--- config.mk ---
export PLATFORM = sky130hd
export DESIGN_NAME = multichannel_accumulate_average
export DESIGN_NICKNAME = d
export VERILOG_FILES = /design/src/sv/mcaa_pkg.sv /design/src/sv/mcaa_div.sv /design/src/sv/mcaa_store.sv /design/src/sv/multichannel_accumulate_average.sv
export SDC_FILE = /design/constraint.sdc
export NUM_CORES = 1
export LEC_CHECK = 0
export BUFFER_PORTS_ARGS = -buffer_cell sky130_fd_sc_hd__buf_4
export CAP_MARGIN = 20
export CORE_AREA = 8 8 277 279
export CTS_CLUSTER_DIAMETER = 150
export CTS_CLUSTER_SIZE = 40
export DETAILED_ROUTE_END_ITERATION = 7
export DIE_AREA = 0 0 285 287
export GPL_TIMING_DRIVEN = 0
export PLACE_DENSITY_LB_ADDON = 0.15
export SLEW_MARGIN = 10
export SYNTH_ARGS = -nofsm -noshare
export SYNTH_HDL_FRONTEND = slang
export SYNTH_SLANG_ARGS = --single-unit
--- constraint.sdc ---
create_clock -name clk -period 8.4 [get_ports clk]
set_input_delay 1.26 -clock clk [delete_from_list [all_inputs] [get_ports clk]]
set_output_delay 1.26 -clock clk [all_outputs]
set_load 0.005 [all_outputs]
--- src/sv/mcaa_pkg.sv ---
`timescale 1ns / 1ps
`default_nettype none

package mcaa_pkg;

  // Field widths fixed by the item format.
  localparam int READING_WIDTH   = 16;
  localparam int SUM_WIDTH       = 48;
  localparam int CHAN_FIELD_W    = 3;
  localparam int WORD_W          = READING_WIDTH + SUM_WIDTH;
  localparam int OUT_TDATA_W     = 40;

  // Defaults for the top-level parameters.
  localparam int DEF_CHANNELS    = 7;
  localparam int DEF_COUNT_WIDTH = 32;

  // Opcodes carried in tuser of the input channel.
  localparam logic OP_SAMPLE = 1'b0;
  localparam logic OP_READ   = 1'b1;

  // Sequencer states.
  typedef enum logic [2:0] {
    ST_IDLE,
    ST_ADD,
    ST_RD,
    ST_DIV,
    ST_OUT
  } state_t;

endpackage

`default_nettype wire

--- src/sv/mcaa_div.sv ---
`timescale 1ns / 1ps
`default_nettype none

// Bit-serial signed divider: a signed sum divided by an unsigned count,
// one quotient bit per cycle, quotient truncated toward zero.
module mcaa_div
  import mcaa_pkg::*;
#(
  parameter int COUNT_WIDTH = DEF_COUNT_WIDTH
) (
  input  wire logic                     clk,
  input  wire logic                     rst_n,
  input  wire logic                     start,
  input  wire logic [SUM_WIDTH-1:0]     dividend,
  input  wire logic [COUNT_WIDTH-1:0]   divisor,
  output logic                          done,
  output logic [READING_WIDTH-1:0]      quotient
);

  localparam int CNT_W = $clog2(SUM_WIDTH + 1);
  localparam logic [CNT_W-1:0] LAST_STEP = CNT_W'(SUM_WIDTH - 1);

  logic                   busy_r;
  logic                   done_r;
  logic [CNT_W-1:0]       step_r;
  logic                   neg_r;
  logic [SUM_WIDTH-1:0]   dvd_r;
  logic [COUNT_WIDTH-1:0] dvs_r;
  logic [COUNT_WIDTH-1:0] rem_r;

  logic [COUNT_WIDTH:0]   rem_shift;
  logic [COUNT_WIDTH:0]   rem_diff;
  logic                   fits;
  logic [SUM_WIDTH-1:0]   dvd_abs;

  // One restoring step: shift in the next dividend bit and try a subtract.
  always_comb begin
    rem_shift = {rem_r, dvd_r[SUM_WIDTH-1]};
    rem_diff  = rem_shift - {1'b0, dvs_r};
    fits      = (rem_shift >= {1'b0, dvs_r});
    dvd_abs   = dividend[SUM_WIDTH-1] ? (~dividend + 1'b1) : dividend;
  end

  // Control: busy while stepping, done pulses after the last step.
  always_ff @(posedge clk) begin
    if (!rst_n) begin
      busy_r <= 1'b0;
      done_r <= 1'b0;
      step_r <= '0;
    end else begin
      done_r <= 1'b0;
      if (start) begin
        busy_r <= 1'b1;
        step_r <= '0;
      end else if (busy_r) begin
        step_r <= step_r + 1'b1;
        if (step_r == LAST_STEP) begin
          busy_r <= 1'b0;
          done_r <= 1'b1;
        end
      end
    end
  end

  // Datapath: the dividend register fills with quotient bits from the bottom.
  always_ff @(posedge clk) begin
    if (start) begin
      dvd_r <= dvd_abs;
      dvs_r <= divisor;
      rem_r <= '0;
      neg_r <= dividend[SUM_WIDTH-1];
    end else if (busy_r) begin
      dvd_r <= {dvd_r[SUM_WIDTH-2:0], fits};
      rem_r <= fits ? rem_diff[COUNT_WIDTH-1:0] : rem_shift[COUNT_WIDTH-1:0];
    end
  end

  assign done     = done_r;
  assign quotient = neg_r ? (~dvd_r[READING_WIDTH-1:0] + 1'b1)
                          : dvd_r[READING_WIDTH-1:0];

endmodule

`default_nettype wire

--- src/sv/mcaa_store.sv ---
`timescale 1ns / 1ps
`default_nettype none

// Channel memory: one word per channel holding the latest reading and the
// running sum. Synchronous read with registered read data; a valid bit per
// entry makes entries never written read as zero after reset.
module mcaa_store
  import mcaa_pkg::*;
#(
  parameter int CHANNELS = DEF_CHANNELS,
  parameter int AW       = 3
) (
  input  wire logic              clk,
  input  wire logic              rst_n,
  input  wire logic              rd_en,
  input  wire logic [AW-1:0]     rd_addr,
  output logic [WORD_W-1:0]      rd_data,
  input  wire logic              wr_en,
  input  wire logic [AW-1:0]     wr_addr,
  input  wire logic [WORD_W-1:0] wr_data
);

  logic [WORD_W-1:0]   mem [CHANNELS];
  logic [CHANNELS-1:0] vld_r;
  logic [WORD_W-1:0]   rd_data_r;
  logic                rd_vld_r;

  // Storage array, written and read in clocked logic.
  always_ff @(posedge clk) begin
    if (wr_en) begin
      mem[wr_addr] <= wr_data;
    end
    if (rd_en) begin
      rd_data_r <= mem[rd_addr];
    end
  end

  // Per-entry valid bits cleared by reset.
  always_ff @(posedge clk) begin
    if (!rst_n) begin
      vld_r    <= '0;
      rd_vld_r <= 1'b0;
    end else begin
      if (wr_en) begin
        vld_r[wr_addr] <= 1'b1;
      end
      if (rd_en) begin
        rd_vld_r <= vld_r[rd_addr];
      end
    end
  end

  assign rd_data = rd_vld_r ? rd_data_r : '0;

endmodule

`default_nettype wire

--- src/sv/multichannel_accumulate_average.sv ---
`timescale 1ns / 1ps
`default_nettype none

// Channel | Dir | Word contents
// in_     | in  | tuser: opcode; tdata: reading_0 .. reading_(CHANNELS-1)
// out_    | out | tdata: channel, average, latest; tuser: no_samples; tlast: last
//
// A sample word takes one read-modify-write of the channel memory per channel,
// with the next read overlapping the current write.
// A read word is paced by the bit-serial divider, which serves the channels one
// after another, and by any output stalls.
// A sample word that arrives with the count saturated is taken and dropped.
// Reset is synchronous and active low; the memory needs no clearing pass.
module multichannel_accumulate_average
  import mcaa_pkg::*;
#(
  parameter int CHANNELS    = DEF_CHANNELS,
  parameter int COUNT_WIDTH = DEF_COUNT_WIDTH
) (
  input  wire logic                              clk,
  input  wire logic                              rst_n,
  input  wire logic                              in_tvalid,
  output logic                                   in_tready,
  // reading_0 in bits 15:0, then reading_1 and up, 16 bits each
  input  wire logic [CHANNELS*READING_WIDTH-1:0] in_tdata,
  // opcode
  input  wire logic                              in_tuser,
  output logic                                   out_tvalid,
  input  wire logic                              out_tready,
  // channel [2:0], average [18:3], latest [34:19], zero fill [39:35]
  output logic [OUT_TDATA_W-1:0]                 out_tdata,
  // no_samples
  output logic                                   out_tuser,
  output logic                                   out_tlast
);

  localparam int AW = (CHANNELS > 1) ? $clog2(CHANNELS) : 1;
  localparam logic [AW-1:0] LAST_CH = AW'(CHANNELS - 1);
  localparam logic [COUNT_WIDTH-1:0] COUNT_MAX = '1;

  state_t state_r, state_nxt;

  logic [AW-1:0]                     ch_r;
  logic [CHANNELS*READING_WIDTH-1:0] smp_r;
  logic [COUNT_WIDTH-1:0]            count_r;
  logic [COUNT_WIDTH-1:0]            divisor_r;
  logic                              none_r;
  logic [READING_WIDTH-1:0]          lat_r;

  logic [CHAN_FIELD_W-1:0]           out_chan_r;
  logic [READING_WIDTH-1:0]          out_avg_r;
  logic [READING_WIDTH-1:0]          out_lat_r;
  logic                              out_none_r;
  logic                              out_last_r;
  logic                              out_tvalid_r;

  logic                              in_acc;
  logic                              is_last;
  logic                              out_load;
  logic                              mem_rd_en;
  logic [AW-1:0]                     mem_rd_addr;
  logic [WORD_W-1:0]                 mem_rd_data;
  logic                              mem_wr_en;
  logic [AW-1:0]                     mem_wr_addr;
  logic [WORD_W-1:0]                 mem_wr_data;
  logic                              div_start;
  logic                              div_done;
  logic [READING_WIDTH-1:0]          div_q;

  logic [READING_WIDTH-1:0]          cur_reading;
  logic [SUM_WIDTH-1:0]              cur_sum;
  logic [READING_WIDTH-1:0]          cur_latest;

  assign in_acc      = in_tvalid && in_tready;
  assign is_last     = (ch_r == LAST_CH);
  assign cur_reading = smp_r[ch_r*READING_WIDTH +: READING_WIDTH];
  assign cur_sum     = mem_rd_data[SUM_WIDTH-1:0];
  assign cur_latest  = mem_rd_data[WORD_W-1 -: READING_WIDTH];

  // Next-state logic of the sequencer.
  always_comb begin
    state_nxt = state_r;
    case (state_r)
      ST_IDLE: begin
        if (in_acc) begin
          if (in_tuser == OP_READ) begin
            state_nxt = ST_RD;
          end else if (count_r != COUNT_MAX) begin
            state_nxt = ST_ADD;
          end
        end
      end
      ST_ADD: begin
        if (is_last) begin
          state_nxt = ST_IDLE;
        end
      end
      ST_RD: begin
        state_nxt = ST_DIV;
      end
      ST_DIV: begin
        if (div_done) begin
          state_nxt = ST_OUT;
        end
      end
      ST_OUT: begin
        if (out_load) begin
          state_nxt = is_last ? ST_IDLE : ST_RD;
        end
      end
      default: begin
        state_nxt = ST_IDLE;
      end
    endcase
  end

  // Output logic of the sequencer: memory ports, divider start, result load.
  always_comb begin
    in_tready   = 1'b0;
    out_load    = 1'b0;
    mem_rd_en   = 1'b0;
    mem_rd_addr = '0;
    mem_wr_en   = 1'b0;
    mem_wr_addr = ch_r;
    mem_wr_data = '0;
    div_start   = 1'b0;
    case (state_r)
      ST_IDLE: begin
        in_tready = 1'b1;
        mem_rd_en = in_tvalid;
      end
      ST_ADD: begin
        mem_wr_en   = 1'b1;
        mem_wr_data = {cur_reading,
                       cur_sum + {{(SUM_WIDTH-READING_WIDTH){cur_reading[READING_WIDTH-1]}},
                                  cur_reading}};
        mem_rd_en   = !is_last;
        mem_rd_addr = AW'(ch_r + 1'b1);
      end
      ST_RD: begin
        // Clear the sum, keep the latest reading, hand the sum to the divider.
        mem_wr_en   = 1'b1;
        mem_wr_data = {cur_latest, {SUM_WIDTH{1'b0}}};
        div_start   = 1'b1;
      end
      ST_DIV: begin
        div_start = 1'b0;
      end
      ST_OUT: begin
        out_load    = !out_tvalid_r || out_tready;
        mem_rd_en   = out_load && !is_last;
        mem_rd_addr = AW'(ch_r + 1'b1);
      end
      default: begin
        in_tready = 1'b0;
      end
    endcase
  end

  // Control registers: state, channel pointer and sample count.
  always_ff @(posedge clk) begin
    if (!rst_n) begin
      state_r <= ST_IDLE;
      ch_r    <= '0;
      count_r <= '0;
    end else begin
      state_r <= state_nxt;
      if (state_r == ST_IDLE && in_acc) begin
        ch_r <= '0;
        if (in_tuser == OP_READ) begin
          count_r <= '0;
        end else if (count_r != COUNT_MAX) begin
          count_r <= count_r + 1'b1;
        end
      end else if ((state_r == ST_ADD && !is_last) || (out_load && !is_last)) begin
        ch_r <= AW'(ch_r + 1'b1);
      end
    end
  end

  // Payload captured with the input word and per channel during a read.
  always_ff @(posedge clk) begin
    if (state_r == ST_IDLE && in_acc) begin
      smp_r     <= in_tdata;
      divisor_r <= count_r;
      none_r    <= (count_r == '0);
    end
    if (state_r == ST_RD) begin
      lat_r <= cur_latest;
    end
  end

  // Output register; it parts the sequencer from the result channel.
  always_ff @(posedge clk) begin
    if (!rst_n) begin
      out_tvalid_r <= 1'b0;
    end else if (out_load) begin
      out_tvalid_r <= 1'b1;
    end else if (out_tready) begin
      out_tvalid_r <= 1'b0;
    end
  end

  always_ff @(posedge clk) begin
    if (out_load) begin
      out_chan_r <= CHAN_FIELD_W'(ch_r);
      out_avg_r  <= none_r ? '0 : div_q;
      out_lat_r  <= lat_r;
      out_none_r <= none_r;
      out_last_r <= is_last;
    end
  end

  assign out_tvalid = out_tvalid_r;
  assign out_tdata  = {{(OUT_TDATA_W-CHAN_FIELD_W-2*READING_WIDTH){1'b0}},
                       out_lat_r, out_avg_r, out_chan_r};
  assign out_tuser  = out_none_r;
  assign out_tlast  = out_last_r;

  mcaa_store #(
    .CHANNELS (CHANNELS),
    .AW       (AW)
  ) u_store (
    .clk     (clk),
    .rst_n   (rst_n),
    .rd_en   (mem_rd_en),
    .rd_addr (mem_rd_addr),
    .rd_data (mem_rd_data),
    .wr_en   (mem_wr_en),
    .wr_addr (mem_wr_addr),
    .wr_data (mem_wr_data)
  );

  mcaa_div #(
    .COUNT_WIDTH (COUNT_WIDTH)
  ) u_div (
    .clk      (clk),
    .rst_n    (rst_n),
    .start    (div_start),
    .dividend (cur_sum),
    .divisor  (divisor_r),
    .done     (div_done),
    .quotient (div_q)
  );

endmodule

`default_nettype wire

==> Word level (Yosys, flattened, before mapping) <==
Memory sizes are Yosys's and may differ from the RTL's. A register that Yosys moved wholly into a read port is not among the register bits.
Cells that the tools add are included.
{ "classes": {"reduce_logical": 22, "eq_ne": 12, "shifts": 1, "n_bitwise": 5, "mux": 35, "add_sub_neg": 7, "n_lt_le_gt_ge": 4} }
{ "ops": {"columns": ["op", "n"], "rows": [
  ["$mux 48", 3],
  ["$pmux 64 s2", 1],
  ["$shiftx 112x8->16", 1],
  ["$mux 32", 3],
  ["$mux 64", 1],
  ["$add 48x1->48 const B", 1],
  ["$add 48x48->48", 1],
  ["$not 48->48", 1],
  ["$ge 33x32->1", 1],
  ["$add 32x1->32 const B", 1],
  ["$logic_not 32->1", 1],
  ["$ne 32x32->1 const B", 1],
  ["$sub 32x32->32", 1],
  ["$mux 3", 7],
  ["$add 16x1->16 const B", 1],
  ["$mux 16", 1],
  ["$not 16->16", 1],
  ["$pmux 3 s5", 1],
  ["$mux 1", 14],
  ["$lt 3x4->1 const B", 2],
  ["$reduce_or 2->1", 4],
  ["$or 7x7->7", 1],
  ["$add 6x1->6 const B", 1],
  ["$eq 3x2->1 const B", 2],
  ["other kinds (21)", 34]
]} }
{ "totals": {"output_inout_bits": 44, "in_bits": 117, "ff_bits": 366, "memories": 1, "ramBits": 448} }
{ "mem_list": {"columns": ["name", "words", "width", "rd", "rd_clocked_by_memory_dff", "write_ports", "line_no", "source"], "rows": [
  ["u_store.mem", 7, 64, 1, 1, 1, "mcaa_store.sv:23", "logic [WORD_W-1:0] mem [CHANNELS];"]
]} }

==> Longest topological paths before layout <==
{ "logic_depth": {"ltp_word": 5, "depth_mapped": 17, "ltp_nobuf": 16} }

==> Hierarchy <==
A second synthesis with hierarchy kept.
{ "hier_totals": {"hier_cells": 2901, "hier_area_um2": 39743.1} }
{ "modules_own_cells": {"columns": ["mod", "area_per_inst_um2", "seq_area_each_um2", "cells_each", "n_inst"], "rows": [
  ["mcaa_store", 19742.7, 15534.9, 981, 1],
  ["multichannel_accumulate_average", 11972.7, 6726.5, 1030, 1],
  ["mcaa_div", 8027.7, 3233.1, 890, 1]
]} }

==> Worst setup path after synthesis <==
Ideal clock, no wire load.
{ "synth_path": {"path_kind": "in2reg", "start": "input port out_tready", "end": "register u_store.rd_data_r[0], read port of u_store.mem (enable)", "path_stages": 4, "path_slack_ps": -80, "path_buffers": 0, "t_required_ps": 7820, "arrival_time_ps": 7899, "setup_ps": 580, "cell_sequence": "nor2b_1 -> nor2b_1 -> nor2_1 -> o21ai_0"} }
{ "synth_between": {"elab_chain_len": 3} }
{ "synth_rtl": {"columns": ["item", "line_no", "source"], "rows": [
  ["start: declaration", "multichannel_accumulate_average.sv:29", "input wire logic out_tready,"],
  ["$logic_or 1x1->1", "multichannel_accumulate_average.sv:150", "out_load = !out_tvalid_r || out_tready;"],
  ["$logic_and 1x1->1", "multichannel_accumulate_average.sv:151", "mem_rd_en = out_load && !is_last;"],
  ["$pmux 1 s3", "multichannel_accumulate_average.sv:127", "case (state_r)"],
  ["net mem_rd_en", "multichannel_accumulate_average.sv:60", "logic mem_rd_en;"],
  ["end: declaration", "mcaa_store.sv:25", "logic [WORD_W-1:0] rd_data_r;"]
]} }
The timed path passes the listed nets, and every way through them passes these cells.
A chain may end at the register's enable or synchronous reset.

==> Worst setup path after layout <==
{ "layout_path": {"start": "register u_store.rd_vld_r", "end": "memory u_store.mem[4][38] (netlist bit) (data pin)"} }
{ "layout_between": {"elab_chain_len": 3} }
{ "layout_rtl": {"columns": ["item", "line_no", "source"], "rows": [
  ["start: declaration", "mcaa_store.sv:26", "logic rd_vld_r;"],
  ["start signal: assignment", "mcaa_store.sv:48", "rd_vld_r <= vld_r[rd_addr];"],
  ["$mux 64", "mcaa_store.sv:53", "assign rd_data = rd_vld_r ? rd_data_r : '0;"],
  ["$add 48x48->48", "multichannel_accumulate_average.sv:135", "cur_sum + {{(SUM_WIDTH-READING_WIDTH){cur_reading[READING_WIDTH-1]}},"],
  ["$pmux 64 s2", "multichannel_accumulate_average.sv:127", null],
  ["net mem_wr_data[38]", "multichannel_accumulate_average.sv:65", "logic [WORD_W-1:0] mem_wr_data;"],
  ["end: declaration", "mcaa_store.sv:23", null]
]} }
The timed path passes the listed nets, and every way through them passes these cells.

==> reports/qor.csv <==
stage,metric,value,unit
run_status,status,"finished, final reports clean",
power_and_ir_drop,p_total,11.0,mW
synth,postSynthAreaPerCell,11.7,sq um
critical_path,start_kind,flop,
finish,n_fill_cell,5815,
global_routing,grt_pass1_wl,160,mm
power_and_ir_drop,powerDensity,251,nW/um^2
detailed_routing,ant_nets,0,
synth,synthFlopType,edfxtp_1,
job,cap_violations,0,
clock_network,cts_root_buf,clkbuf_16,
detailed_routing,via_count,28083,
synth,ys_warn_count,0,
finish,final_cell_mix,"791 x edfxtp_1, 447 x nand2_1, 263 x nor2_1",
global_routing,overflow,0,
critical_path,cpPeakStageDelay,880,ps
critical_path,rr_endpoint,u_store.mem[4][38],
clock_network,h-tree-depth,1,
floorplan,coreArea,72300,sq um
floorplan,initial_core_util,0.552,
detailed_routing,wl_per_cell,23.0,um
synth,seq_area_frac_synth,0.638,
critical_path,crit_type,flop to flop,
clock_network,clk_pin_slew_worst_paths,140,ps
critical_path,crit_required,8730,ps
global_routing,antenna_found_initial,5,
critical_path,endpoint_kind,flop,
synth,synth_edf_count,791,
floorplan,fp.dieArea,81800,sq um
power_and_ir_drop,power.leakage,15.7,nW
timing,hold_viol,0,
clock_network,numCtsBuffers,26,
global_routing,grt_pass1_vias,26932,
global_routing,grt_max_degree,99,
clock_network,tritoncts,yes,
detailed_routing,drtIter0Drc,2979,
detailed_routing,drt-pass1-iter-count,5,
floorplan,pin_count,161,
timing,maxSlewViolCount,0,
place,io_buffers,155,
critical_path,cp_common_cell,clkbuf_1,
critical_path,r2r_cells,15,
finish,final_common_cell,edfxtp_1,
timing,tightest_slew,1260,ps
critical_path,cp_max_fo,10,
synth,syn-cell-area,39900,sq um
finish,layout-drive-gt1-share,0.0886,
detailed_routing,routed_wl,107,mm
synth,synth_seq_cells,878,
timing,min_period_over_period,0.835,
worst_hold_path,hold_path.class,flop to flop,
critical_path,reg2reg_slack,1390,ps
critical_path,crit_chain,clkbuf_1 > buf_2 > buf_2 > clkbuf_1 > clkbuf_1 > nand2_1 > fa_1 > nor2b_1 > o211a_1 > o21ai_1 > o311ai_2 > o211ai_2 > a211oi_1 > nor4_1 > nor3_1,
clock_network,hold_buffers,0,
global_routing,grt.total_usage,0.250,
critical_path,crit_arrival,7340,ps
power_and_ir_drop,peakVddDrop,0.000236,V
finish,area_delta_synth_final,9.88,%
timing,setup-violations-final,0,
critical_path,timing.rr.start,u_store.rd_vld_r,
clock_network,post_cts_buffers,0,
synth,synth_cells,3413,
clock_network,clk_latency,680,ps
critical_path,crit_family,buffers and inverters,
clock_network,cts_sinks,878,
synth,yosysUniqueCellTypes,96,
floorplan,die_h,287,um
timing,maxSlewHeadroom,0.153,
timing,timing.hold.ws,430,ps
finish,final_util,0.607,
worst_hold_path,holdPathStages,0,
detailed_routing,drc_errors,0,
worst_hold_path,hp-start,divisor_r[21],
floorplan,die_x,285,um
critical_path,crit_slowest_cell,nor3_1,
timing,finalCriticalPeriod,7010,ps
worst_hold_path,whs_endpoint,u_div.dvs_r[21],
detailed_routing,viasPerCell,6.05,
place,gp_congestion,0.921,
timing,rsz0062_at_grt,false,
place,hpwl,78.4,mm
clock_network,ctsResizeCount,0,
finish,nNetsFinal,3863,
floorplan,row_count,99,
synth,synthArstFlopShare,0,
timing,fmax,143,MHz
critical_path,critical_path.startpoint,u_store.rd_vld_r,
clock_network,clockBufferDepth,3,
critical_path,worst-path-buf-inv,5,
timing,skew,47.7,ps
==> synth_stat cells (37+ instances only) <==
| master | instances | share of area |
|---|---|---|
| mux2i_1 | 42 | 0.011 |
| o21ai_1 | 37 | 0.0046 |
| o21ai_0 | 172 | 0.022 |
| nor3_1 | 55 | 0.0069 |
| nand3_1 | 243 | 0.030 |
| clkbuf_1 | 155 | 0.015 |
| o22ai_1 | 66 | 0.010 |
| inv_1 | 87 | 0.0082 |
| and2_1 | 65 | 0.010 |
| ha_1 | 86 | 0.027 |
| xor2_1 | 64 | 0.014 |
| xnor2_1 | 65 | 0.014 |
| nor2_1 | 266 | 0.025 |
| edfxtp_1 | 791 | 0.59 |
| nand2_1 | 447 | 0.042 |
| dfxtp_1 | 87 | 0.044 |
| a21oi_1 | 205 | 0.026 |
==> routing by layer <==
layer / global-route usage / vias up / part of all wire
li1: - / 13052 / -
met1: 0.341 / 13748 / 0.42
met2: 0.427 / 1116 / 0.48
met3: 0.0304 / 161 / 0.074
met4: 0.0640 / 6 / 0.028
met5: 0 / - / 0.00041
==> power breakdown <==
part / leakage (nW) / total, mW / switching [mW] / internal, mW
Combinational: 7.25 / 3.46 / 2.26 / 1.19
Clock: 0.376 / 1.86 / 1.24 / 0.615
Sequential: 8.11 / 5.71 / 0.275 / 5.44
Total: 15.7 / 11.0 / 3.78 / 7.24
==> how the worst max path moves through the flow <==
stage | slack, ps | to | cells past startpoint
finish | 1390 | u_store.mem[4][38] | 15
global route | 1020 | u_store.mem[1][38] | 15
CTS | 1120 | u_store.mem[5][42] | 15
detailed placement | 1150 | u_store.mem[3][42] | 15
global placement | -6030 | u_store.mem[0][40] | 7
floorplan | 230 | u_store.mem[0][0] | 7
==> area by class of cell <==
cell class,count,area [sq um],area share
Clock inverter,5,78.8,0.00180
Timing Repair Buffer,213,1840,0.0420
Tap cell,959,1200,0.0273
Clock buffer,43,714,0.0163
Antenna cell,3,7.51,0.000171
Buffer,192,785,0.0179
Inverter,88,335,0.00764
Multi-Input combinational cell,2259,13400,0.306
Sequential cell,878,25500,0.581
==> state kept, by name, indices dropped and copies added, names as in the netlist, 3 cells and up <==
register           flops
state_r                3
lat_r                 16
u_store.rd_data_r     64
out_avg_r             16
divisor_r             32
ch_r                   3
count_r               32
smp_r                112
u_store.vld_r          7
out_chan_r             3
u_div.rem_r           32
u_div.dvs_r           32
u_div.dvd_r           48
u_div.step_r           6
out_lat_r             16
u_store.mem          448
==> cells by family (layout without fill, tap and decap cells) <==
logic type / after synthesis / in the layout / synth area share
and+or+nand+nor: 1240 / 1240 / 0.143
DFF: 878 / 878 / 0.638
AOI/OAI and AO/OA: 733 / 733 / 0.115
buffers and inverters: 280 / 541 / 0.0279
xor gates and xnor gates: 129 / 129 / 0.0283
adders and majority gates: 88 / 88 / 0.0279
muxes: 64 / 64 / 0.0196
other: 1 / 8 / 0.0000939
==> through the flow <==
stage / setup WS, ps / instance area, sq um / TNS [ps] / cells
floorplan: 232 / 39900 / 0 / 3417
global placement: -6030 / 42300 / -1152300 / 4531
detailed placement: 1150 / 43100 / 0 / 4587
CTS: 1120 / 43800 / 0 / 4635
global route: 1020 / 43900 / 0 / 4637
finish: 1390 / 43900 / 0 / 4640
No activity file was read; power rests on OpenSTA's default activity.
